### config.mk
export PLATFORM = sky130hd
export DESIGN_NAME = rle_varint_byte_decoder_top
export DESIGN_NICKNAME = d
export VERILOG_FILES = /design/src/rtl/rvbd_pkg.sv /design/src/rtl/rvbd_front.sv /design/src/rtl/rvbd_fifo.sv /design/src/rtl/rvbd_back.sv /design/src/rtl/rle_varint_byte_decoder_top.sv
export SDC_FILE = /design/constraint.sdc
export NUM_CORES = 1
export LEC_CHECK = 0
export BUFFER_PORTS_ARGS = -buffer_cell sky130_fd_sc_hd__clkbuf_2
export CORE_ASPECT_RATIO = 1.4
export CORE_UTILIZATION = 55
export DETAILED_ROUTE_END_ITERATION = 6
export PLACE_DENSITY = 0.75
export RECOVER_POWER = 50
export SLEW_MARGIN = 40
export SYNTH_ARGS = -nofsm -noshare
export SYNTH_HDL_FRONTEND = slang
export SYNTH_SLANG_ARGS = --single-unit
### constraint.sdc
create_clock -name clk -period 12.9 [get_ports clk]
set_clock_uncertainty 0.1 [all_clocks]
set_input_delay 3.87 -clock clk [delete_from_list [all_inputs] [get_ports clk]]
set_output_delay 3.87 -clock clk [all_outputs]
set_load 0.1 [all_outputs]
### src/rtl/rvbd_pkg.sv
// ----------------------------------------------------------------------------
// rvbd_pkg
// Types and constants shared by the run-length / varint byte decoder.
// ----------------------------------------------------------------------------
package rvbd_pkg;

  localparam int MAX_LENGTH_GROUPS = 3;
  localparam int HW_GROUP_LIMIT    = 3;
  localparam int GROUP_LIMIT       = (MAX_LENGTH_GROUPS < HW_GROUP_LIMIT) ?
                                     MAX_LENGTH_GROUPS : HW_GROUP_LIMIT;
  localparam int GROUP_BITS        = 7;
  localparam int LEN_W             = 21;
  localparam int GIDX_W            = 2;

  localparam logic [7:0]        TAG_BYTE   = 8'h80;
  localparam logic [7:0]        GROUP_MASK = 8'h7F;
  localparam logic [LEN_W-1:0]  LEN_MAX    = {LEN_W{1'b1}};
  localparam logic [GIDX_W-1:0] GIDX_LIMIT = GIDX_W'(GROUP_LIMIT);
  localparam logic [GIDX_W-1:0] GIDX_MAX   = GIDX_W'(HW_GROUP_LIMIT);

  localparam int FIFO_DEPTH = 2;
  localparam int FIFO_PTR_W = (FIFO_DEPTH > 1) ? $clog2(FIFO_DEPTH) : 1;
  localparam int FIFO_CNT_W = $clog2(FIFO_DEPTH + 1);

  typedef logic [LEN_W-1:0] len_t;

  typedef enum logic [1:0] {
    ST_OK    = 2'd0,
    ST_TRUNC = 2'd1,
    ST_OVF   = 2'd2
  } status_t;

  typedef enum logic [1:0] {
    KIND_LIT  = 2'd0,
    KIND_OPEN = 2'd1,
    KIND_LEN  = 2'd2
  } kind_t;

  typedef enum logic {
    FE_LITERAL = 1'b0,
    FE_TAG     = 1'b1
  } fe_state_t;

  typedef struct packed {
    logic [7:0] data;
    logic       eoi;
    kind_t      kind;
    logic [7:0] rep;
  } entry_t;

endpackage

### src/rtl/rvbd_front.sv
// ----------------------------------------------------------------------------
// rvbd_front
// Accepts raw bytes, tracks literal/tag mode and tags each byte with its kind.
// ----------------------------------------------------------------------------
module rvbd_front (
  input  logic            clk,
  input  logic            rst_n,
  input  logic            in_tvalid,
  output logic            in_tready,
  input  logic [7:0]      in_tdata,
  input  logic            in_tlast,
  input  logic            fifo_full,
  output logic            push,
  output rvbd_pkg::entry_t push_entry
);
  import rvbd_pkg::*;

  fe_state_t  state_r, state_nxt;
  logic [7:0] prev_r, prev_nxt;

  assign in_tready = !fifo_full;
  assign push      = in_tvalid && in_tready;

  always_comb begin
    state_nxt = state_r;
    case (state_r)
      FE_LITERAL: begin
        if (push && in_tdata == TAG_BYTE && !in_tlast) state_nxt = FE_TAG;
      end
      FE_TAG: begin
        if (push && (in_tdata[7] || in_tlast)) state_nxt = FE_LITERAL;
      end
      default: state_nxt = FE_LITERAL;
    endcase
  end

  always_comb begin
    push_entry.data = in_tdata;
    push_entry.eoi  = in_tlast;
    push_entry.rep  = prev_r;
    case (state_r)
      FE_LITERAL: push_entry.kind = (in_tdata == TAG_BYTE) ? KIND_OPEN : KIND_LIT;
      FE_TAG:     push_entry.kind = KIND_LEN;
      default:    push_entry.kind = KIND_LIT;
    endcase
  end

  always_comb begin
    prev_nxt = prev_r;
    if (push) prev_nxt = in_tlast ? 8'h00 : in_tdata;
  end

  always_ff @(posedge clk) begin
    if (!rst_n) begin
      state_r <= FE_LITERAL;
      prev_r  <= 8'h00;
    end else begin
      state_r <= state_nxt;
      prev_r  <= prev_nxt;
    end
  end

endmodule

### src/rtl/rvbd_fifo.sv
// ----------------------------------------------------------------------------
// rvbd_fifo
// Short register queue between front and back.
// ----------------------------------------------------------------------------
module rvbd_fifo (
  input  logic             clk,
  input  logic             rst_n,
  input  logic             push,
  input  rvbd_pkg::entry_t push_entry,
  input  logic             pop,
  output logic             full,
  output logic             empty,
  output rvbd_pkg::entry_t head
);
  import rvbd_pkg::*;

  entry_t                mem_r [FIFO_DEPTH];
  logic [FIFO_PTR_W-1:0] wr_ptr_r, wr_ptr_nxt;
  logic [FIFO_PTR_W-1:0] rd_ptr_r, rd_ptr_nxt;
  logic [FIFO_CNT_W-1:0] cnt_r, cnt_nxt;

  assign full  = (cnt_r == FIFO_CNT_W'(FIFO_DEPTH));
  assign empty = (cnt_r == '0);
  assign head  = mem_r[rd_ptr_r];

  always_comb begin
    wr_ptr_nxt = wr_ptr_r;
    rd_ptr_nxt = rd_ptr_r;
    cnt_nxt    = cnt_r;
    if (push) begin
      wr_ptr_nxt = (wr_ptr_r == FIFO_PTR_W'(FIFO_DEPTH - 1)) ? '0 : wr_ptr_r + 1'b1;
    end
    if (pop) begin
      rd_ptr_nxt = (rd_ptr_r == FIFO_PTR_W'(FIFO_DEPTH - 1)) ? '0 : rd_ptr_r + 1'b1;
    end
    if (push && !pop) cnt_nxt = cnt_r + 1'b1;
    else if (!push && pop) cnt_nxt = cnt_r - 1'b1;
  end

  always_ff @(posedge clk) begin
    if (push) mem_r[wr_ptr_r] <= push_entry;
  end

  always_ff @(posedge clk) begin
    if (!rst_n) begin
      wr_ptr_r <= '0;
      rd_ptr_r <= '0;
      cnt_r    <= '0;
    end else begin
      wr_ptr_r <= wr_ptr_nxt;
      rd_ptr_r <= rd_ptr_nxt;
      cnt_r    <= cnt_nxt;
    end
  end

  a_no_overflow: assert property (@(posedge clk) disable iff (!rst_n)
    full |-> !push)
    else $error("push into full queue");

  a_no_underflow: assert property (@(posedge clk) disable iff (!rst_n)
    empty |-> !pop)
    else $error("pop from empty queue");

  a_cnt_range: assert property (@(posedge clk) disable iff (!rst_n)
    cnt_r <= FIFO_CNT_W'(FIFO_DEPTH))
    else $error("queue count out of range");

endmodule

### src/rtl/rvbd_back.sv
// ----------------------------------------------------------------------------
// rvbd_back
// Length accumulation and run descriptor generation, registered output.
// ----------------------------------------------------------------------------
module rvbd_back (
  input  logic             clk,
  input  logic             rst_n,
  input  logic             empty,
  input  rvbd_pkg::entry_t head,
  output logic             pop,
  output logic             out_tvalid,
  input  logic             out_tready,
  output logic [31:0]      out_tdata,
  output logic [1:0]       out_tuser,
  output logic             out_tlast
);
  import rvbd_pkg::*;

  logic [GIDX_W-1:0] gi_r, gi_nxt;
  len_t              acc_r, acc_nxt;
  logic              ovf_r, ovf_nxt;
  logic [7:0]        rep_r, rep_nxt;

  logic              vld_r, vld_nxt;
  logic [7:0]        val_r, val_nxt;
  len_t              cnt_r, cnt_nxt;
  status_t           st_r, st_nxt;
  logic              last_r, last_nxt;

  logic [7:0]        payload;
  len_t              len;
  logic              has_res;
  logic [7:0]        res_val;
  len_t              res_cnt;
  status_t           res_st;

  assign pop     = !empty && (!vld_r || out_tready);
  assign payload = head.data & GROUP_MASK;

  always_comb begin
    gi_nxt  = gi_r;
    acc_nxt = acc_r;
    ovf_nxt = ovf_r;
    rep_nxt = rep_r;
    has_res = 1'b0;
    res_val = 8'h00;
    res_cnt = '0;
    res_st  = ST_OK;
    len     = '0;
    case (head.kind)
      KIND_LIT: begin
        has_res = 1'b1;
        res_val = head.data;
        res_cnt = len_t'(1);
      end
      KIND_OPEN: begin
        rep_nxt = head.rep;
        gi_nxt  = '0;
        acc_nxt = '0;
        ovf_nxt = 1'b0;
        if (head.eoi) begin
          has_res = 1'b1;
          res_st  = ST_TRUNC;
        end
      end
      KIND_LEN: begin
        if (gi_r < GIDX_LIMIT) begin
          acc_nxt = acc_r | (len_t'(payload) << (GROUP_BITS * int'(gi_r)));
        end else if (payload != 8'h00) begin
          ovf_nxt = 1'b1;
        end
        if (gi_r != GIDX_MAX) gi_nxt = gi_r + 1'b1;
        len = ovf_nxt ? LEN_MAX : acc_nxt;
        if (head.data[7]) begin
          has_res = 1'b1;
          if (len == '0) begin
            res_val = TAG_BYTE;
            res_cnt = len_t'(1);
          end else begin
            res_val = rep_r;
            res_cnt = (len == len_t'(1)) ? len_t'(1) : len - 1'b1;
            res_st  = ovf_nxt ? ST_OVF : ST_OK;
          end
        end else if (head.eoi) begin
          has_res = 1'b1;
          res_st  = ST_TRUNC;
        end
      end
      default: ;
    endcase
    if (head.eoi) begin
      gi_nxt  = '0;
      acc_nxt = '0;
      ovf_nxt = 1'b0;
      rep_nxt = 8'h00;
    end
  end

  always_comb begin
    vld_nxt  = vld_r;
    val_nxt  = val_r;
    cnt_nxt  = cnt_r;
    st_nxt   = st_r;
    last_nxt = last_r;
    if (out_tready) vld_nxt = 1'b0;
    if (pop && has_res) begin
      vld_nxt  = 1'b1;
      val_nxt  = res_val;
      cnt_nxt  = res_cnt;
      st_nxt   = res_st;
      last_nxt = head.eoi;
    end
  end

  always_ff @(posedge clk) begin
    if (!rst_n) begin
      gi_r  <= '0;
      acc_r <= '0;
      ovf_r <= 1'b0;
      rep_r <= 8'h00;
      vld_r <= 1'b0;
    end else begin
      if (pop) begin
        gi_r  <= gi_nxt;
        acc_r <= acc_nxt;
        ovf_r <= ovf_nxt;
        rep_r <= rep_nxt;
      end
      vld_r <= vld_nxt;
    end
  end

  always_ff @(posedge clk) begin
    val_r  <= val_nxt;
    cnt_r  <= cnt_nxt;
    st_r   <= st_nxt;
    last_r <= last_nxt;
  end

  assign out_tvalid = vld_r;
  assign out_tdata  = {3'b000, cnt_r, val_r};
  assign out_tuser  = st_r;
  assign out_tlast  = last_r;

  a_trunc_shape: assert property (@(posedge clk) disable iff (!rst_n)
    vld_r && st_r == ST_TRUNC |-> last_r && cnt_r == '0 && val_r == 8'h00)
    else $error("truncation result malformed");

  a_ok_nonzero: assert property (@(posedge clk) disable iff (!rst_n)
    vld_r && (st_r == ST_OK || st_r == ST_OVF) |-> cnt_r != '0)
    else $error("zero count on good result");

  a_eoi_clears: assert property (@(posedge clk) disable iff (!rst_n)
    pop && head.eoi |=> gi_r == '0 && acc_r == '0 && !ovf_r && rep_r == 8'h00)
    else $error("state not cleared after end of stream");

endmodule

### src/rtl/rle_varint_byte_decoder_top.sv
// ----------------------------------------------------------------------------
// rle_varint_byte_decoder_top
// Run-length decoder with varint run lengths; one run descriptor per item.
//
//   channel | dir | tdata                               | tuser     | tlast
//   in_     | in  | [7:0] data_byte                     | -         | end_of_input
//   out_    | out | [7:0] run_value, [28:8] run_count   | [1:0] status | final_result
//
// One byte per cycle sustained while the output is not stalled.
// The front tags each byte, a two-entry queue decouples it from the back,
// which updates the length state and loads the output register.
// Synchronous active-low reset clears mode, queue and length state.
// A stalled output holds; the queue absorbs two bytes before in_tready drops.
// ----------------------------------------------------------------------------
module rle_varint_byte_decoder_top (
  input  logic        clk,
  input  logic        rst_n,
  input  logic        in_tvalid,
  output logic        in_tready,
  input  logic [7:0]  in_tdata,   // [7:0] data_byte
  input  logic        in_tlast,
  output logic        out_tvalid,
  input  logic        out_tready,
  output logic [31:0] out_tdata,  // [7:0] run_value, [28:8] run_count, [31:29] zero
  output logic [1:0]  out_tuser,  // [1:0] status
  output logic        out_tlast
);
  import rvbd_pkg::*;

  logic   push;
  logic   pop;
  logic   full;
  logic   empty;
  entry_t push_entry;
  entry_t head;

  rvbd_front u_front (
    .clk        (clk),
    .rst_n      (rst_n),
    .in_tvalid  (in_tvalid),
    .in_tready  (in_tready),
    .in_tdata   (in_tdata),
    .in_tlast   (in_tlast),
    .fifo_full  (full),
    .push       (push),
    .push_entry (push_entry)
  );

  rvbd_fifo u_fifo (
    .clk        (clk),
    .rst_n      (rst_n),
    .push       (push),
    .push_entry (push_entry),
    .pop        (pop),
    .full       (full),
    .empty      (empty),
    .head       (head)
  );

  rvbd_back u_back (
    .clk        (clk),
    .rst_n      (rst_n),
    .empty      (empty),
    .head       (head),
    .pop        (pop),
    .out_tvalid (out_tvalid),
    .out_tready (out_tready),
    .out_tdata  (out_tdata),
    .out_tuser  (out_tuser),
    .out_tlast  (out_tlast)
  );

endmodule

==> Yosys cells after proc, flatten, opt, wreduce, memory -nomap -nowiden <==
Memory sizes are Yosys's and may differ from the RTL's. A register that Yosys moved wholly into a read port is not among the register bits.
Cells that the tools add are included.
{ "classes": {"add_sub_neg": 6, "multipliers": 1, "order_cmp": 1, "n_eq_ne": 7, "n_shift": 1, "muxes": 46, "bitwise_logic": 2, "reduce_logical": 27} }
{ "ops": {"columns": ["cell", "count"], "rows": [
  ["two-way mux 21 bit", 7],
  ["case mux 21 bit (2 select lines)", 2],
  ["two-way mux 8 bit", 5],
  ["left shift 7 x 32 -> 21 bit", 1],
  ["== test 21 x 1 -> 1 bit, second input constant", 1],
  ["logical NOT 21 bit", 1],
  ["bitwise OR 21 bit", 1],
  ["subtractor 21 x 1 -> 21 bit, second input constant", 1],
  ["two-way mux 1 bit", 18],
  ["case mux 8 bit (2 select lines)", 1],
  ["two-way mux 2 bit", 7],
  ["case mux 2 bit (2 select lines)", 3],
  ["== test 8 bit, second input constant", 1],
  ["logical AND 1 bit", 8],
  ["nonzero test 8 bit", 1],
  ["logical NOT 1 bit", 6],
  ["nonzero test 2 bit", 3],
  ["multiplier 3 x 2 -> 5 bit, first input constant", 1],
  ["adder 2 x 1 -> 2 bit, second input constant", 2],
  ["== test 2 bit, second input constant", 2],
  ["logical NOT 2 bit", 2],
  ["case mux 1 bit (2 select lines)", 2],
  ["AND reduction 2 bit", 2],
  ["!= test 3 x 1 -> 1 bit, second input constant", 1],
  ["other kinds (10)", 12]
]} }
{ "totals": {"regBits": 78, "mem_bits_rw": 38, "output_inout_bits": 37, "wordCells": 106, "mem_count": 1} }
{ "mem_list": {"columns": ["name", "words", "word_bits", "read_ports", "rd_ports_with_merged_regs", "write_ports", "line_no", "rtl"], "rows": [
  ["u_fifo.mem_r", 2, 19, 1, 1, 1, "rvbd_fifo.sv:17", "entry_t mem_r [FIFO_DEPTH];"]
]} }

==> Depth between registers and ports, before layout <==
{ "logic_depth": {"word_depth": 11, "depth_mapped": 13, "depth_no_buf": 10} }

==> Cells and area by module <==
A second synthesis with hierarchy kept.
{ "unflattened": {"cells_unflattened": 503, "area_unflattened_um2": 5677.9} }
{ "modules_own_cells": {"columns": ["module", "instances", "cells_each", "area_per_inst_um2", "seq_area_each_um2"], "rows": [
  ["rvbd_back", 1, 365, 3573.4, 1621.6],
  ["rvbd_fifo", 1, 81, 1590.3, 1241.2],
  ["rvbd_front", 1, 57, 514.2, 180.2]
]} }

==> Worst setup path after synthesis <==
OpenSTA, ideal clock, no wires.
{ "synth_timing": {"path_kind": "input to register", "from": "input port out_tready", "to": "register u_back.cnt_r[0] (enable)", "arrival_time_ns": 6.566, "path_slack_ns": 5.770, "stages": 4, "n_path_buf": 0, "cell_sequence": "nor2b_1 nor2_1 inv_1 nor3_1"} }
{ "synth_via": {"elab_chain_cells": 3} }
{ "synth_rtl": {"columns": ["element", "line_no", "rtl"], "rows": [
  ["start, declared", "rle_varint_byte_decoder_top.sv:23", "input logic out_tready,"],
  ["logical OR 1 bit", "rvbd_back.sv:37", "assign pop = !empty && (!vld_r || out_tready);"],
  ["logical AND 1 bit", "rvbd_back.sv:37", null],
  ["logical AND 1 bit", "rvbd_back.sv:106", "if (pop && has_res) begin"],
  ["end signal, assigned", "rvbd_back.sv:135", "cnt_r <= cnt_nxt;"],
  ["end, declared", "rvbd_back.sv:26", "len_t cnt_r, cnt_nxt;"]
]} }
Every way passes these cells.
A chain may end at the register's enable or synchronous reset.

==> Final worst setup path <==
{ "layout_timing": {"from": "input port in_tvalid", "to": "memory u_fifo.mem_r[0][17] (netlist name) (enable)"} }
{ "layout_via": {"elab_chain_cells": 3} }
{ "layout_rtl": {"columns": ["element", "line_no", "rtl"], "rows": [
  ["start, declared", "rle_varint_byte_decoder_top.sv:18", "input logic in_tvalid,"],
  ["logical AND 1 bit", "rvbd_front.sv:22", "assign push = in_tvalid && in_tready;"],
  ["two-way mux 1 bit", "rvbd_fifo.sv:41", "if (push) mem_r[wr_ptr_r] <= push_entry;"],
  ["two-way mux 1 bit (not written as such)", "rvbd_fifo.sv:41", null],
  ["end, declared", "rvbd_fifo.sv:17", null]
]} }
Every way passes these cells.

==> metrics.txt <==
Hold Path Depth=0; Clock transition at path regs=0.05 ns; Max-cap violations=0; final setup TNS=0 ns; Synth Warn #=0; Non-Filler Instances=692; placed cells=660; worst reg2reg path depth=10; Die Wd=86.4 um; grt ovf=0; fraction of registers with async set/reset=0%; vias per cell=5.95; Mean Syn Cell Area=10.9 um^2; routed len/inst=17.5 um; Vias=4,117; diode count=0; net switching power=642 uW; Layout Nets=568; Fillers=756; Total Routing Usage GR=25.4%; H-tree depth=4; first-pass GRT wire length=19.8 mm; Main synth FF type=edfxtp_1; synthesized area=0.00549 mm^2; Total Wirelength=12.1 mm; TritonRoute pass-1 iters=7; Pleak=0.00238 uW; # IOs=50; Iteration-0 DRC Markers=258; Longest Clk Path Bufs=2; Die Ht=120 um; Finished Core Util=67.2%; Int Pwr=950 uW; fin crit share=42.1%; largest net degree at the start of global routing=44; CP max FO=20; Worst EP arrival=5.35 ns; num rows=42; worst-skew pair later-pin latency=0.41 ns; gpl congestion=0.821; Flop pwr share=31.9%; max-slew violations=0; final hold violation count=0; post-route DRC violation count=0; share of cells above drive strength 1=15.7%; HP Class=reg -> reg; Unique masters post-synth=59; Peak supply drop=160 uV; Resized cells post-CTS=0; Post-synth EDFFs=70; post-route minimum period=5.43 ns; Slew Limit Headroom=18.4%; core area=0.00956 mm^2; Setup Fix Bufs, Post-CTS=0; Starting Density=57.4%; WS Path Type=in -> reg; Final Instance Area=0.00643 mm^2; CTS tree=built; Synth Register Bits=117; critical path launch point type=primary input; Comb pwr share=36.1%; DP Area=0.00581 mm^2; clock share of power=32.0%; die area=0.0104 mm^2; CTS Root Cell=clkbuf_16; final setup vio count=0; Antenna Nets Post-Route=0; I/O Buffers=46; Clock Sinks=117; CTS buffer count=17; Worst Max-Slew Pin Slew=1.21 ns; Synth-to-Final Area Change=17.1%; initial antenna violation count=0; Post-CTS Hold Fix Bufs=0; CP endpoint kind=flop; post-synthesis sequential area ratio=55.4%; Detailed Place HPWL=8.55 mm; outcome=finished clean; sw frac=40.3%; PD cells=248 mW/mm^2; data required time of the worst path=12.82 ns; vias in the first global route=4,065; Post-Synthesis Cells=502; Max Freq=0.184 GHz; unrepaired setup endpoints after global routing=no
-- sequential cells by signal, summed over array words and instances (netlist names), named ones only --
name               cells
u_back.acc_r          21
u_back.cnt_r          21
u_back.gi_r            2
u_back.out_tlast       1
u_back.out_tuser       2
u_back.out_tvalid      1
u_back.ovf_r           1
u_back.rep_r           8
u_back.val_r           8
u_fifo.cnt_r           2
u_fifo.mem_r          38
u_fifo.rd_ptr_r        1
u_fifo.wr_ptr_r        1
u_front.prev_r         8
u_front.state_r        1
-- through the flow --
stage          total power, uW  hold WS, ns  worst slack (ns)
3_3_place_gp              1080        0.337              7.27
4_1_cts                   1600        0.362              7.48
6_report                  1590        0.363              7.47
3_5_place_dp              1090        0.344              7.07
2_1_floorplan              994        0.326              5.77
5_1_grt                   1660        0.378              7.27
-- cells in the final DEF (no fill, tap or decap), drive strengths merged, types with 4 or more instances in the layout --
master	count
bufinv	4
a31oi	5
or3	6
and4	4
nor3	15
edfxtp	70
clkbuf	73
nor4b	6
a22o	7
ha	8
or4	5
inv	12
mux2i	13
o21a	4
nor2	33
nand2	32
and2	15
xor2	4
dfxtp	47
a31o	4
xnor2	7
nand3	8
a22oi	15
mux2	8
nor4	15
a211oi	9
a21oi	41
o21ai	17
nand2b	4
nor2b	27
nor3b	10
-- power by group through the flow --
stage / Clock (uW) / Combinational, uW / Sequential [uW]
2_1_floorplan: 0 / 235 / 759
3_3_place_gp: 0 / 568 / 511
6_report: 510 / 575 / 507
4_1_cts: 513 / 580 / 507
5_1_grt: 531 / 611 / 516
3_5_place_dp: 0 / 576 / 514
-- synth_stat cells (3+ instances only) --
cell / instances / share of area, %
nor2b_1: 27 / 3.1
xor2_1: 4 / 0.64
nor2_1: 33 / 2.3
nor4_1: 13 / 1.5
o21a_1: 4 / 0.55
inv_1: 12 / 0.82
buf_2: 5 / 0.46
mux2_2: 5 / 1.0
o21ai_0: 16 / 1.5
nand2b_1: 4 / 0.46
a21oi_1: 40 / 3.6
or4_1: 4 / 0.55
xnor2_1: 7 / 1.1
nand2_1: 32 / 2.2
mux2i_1: 13 / 2.4
a31oi_1: 5 / 0.57
a22o_1: 7 / 1.1
dfxtp_1: 47 / 17
and3_1: 3 / 0.34
and4_1: 4 / 0.64
a22oi_1: 15 / 2.1
a211oi_1: 8 / 1.1
buf_4: 3 / 0.41
a31o_2: 4 / 0.64
mux2_4: 3 / 0.82
ha_1: 8 / 1.8
or3_1: 6 / 0.68
clkbuf_1: 18 / 1.2
nor3_1: 15 / 1.4
and2_1: 15 / 1.7
nor4b_1: 6 / 0.96
nor3b_1: 9 / 1.2
edfxtp_1: 70 / 38
nand3_1: 7 / 0.64
-- worst max-delay path, stage by stage --
cell and delay, ns:
clkbuf_2 0.07, nand2_1 0.34, nor2_1 0.21, clkbuf_1 0.86
-- path summary, 6_finish.rpt --
kind,slack [ns],startpoint,to
max reg2reg,8.05,flop,u_back.cnt_r[11]
min,0.36,u_front.prev_r[4],u_fifo.mem_r[0][4]
max,7.47,in_tvalid,u_fifo.mem_r[0][17]
min reg2reg,0.36,u_front.prev_r[4],u_fifo.mem_r[0][4]
-- area by class of cell --
type                    instances  area (um^2)  share of cell area [%]
clock buffers                  24          513                    7.98
clock inverters                 8          143                    2.22
inverters                      12         45.0                   0.700
multi-input cells             347         2270                    35.3
flip-flops and latches        117         3040                    47.3
well taps                     132          165                    2.57
repair buffers                 52          253                    3.93
-- kinds of logic (layout without fill, tap and decap cells) --
family | after synthesis | count (layout) | synth area share (%)
AND/OR/NAND/NOR | 188 | 188 | 19.3
flip-flops | 117 | 117 | 55.4
AO/OA/AOI/OAI | 116 | 116 | 14.0
buffers and inverters | 40 | 96 | 3.33
multiplexers | 21 | 21 | 4.22
XOR/XNOR | 11 | 11 | 1.75
adder cells (fa/ha/maj) | 8 | 8 | 1.82
other | 1 | 3 | 0.0683
-- layer usage --
layer | vias to the layer above | part of all wire, % | track usage, %
met4 | 0 | 2.8 | 13.6
met3 | 25 | 4.1 | 6.28
li1 | 1957 | - | -
met5 | - | 0 | 0
met1 | 2002 | 39 | 27.2
met2 | 133 | 55 | 45.3
Note: power is estimated with default switching activity, not from simulation.
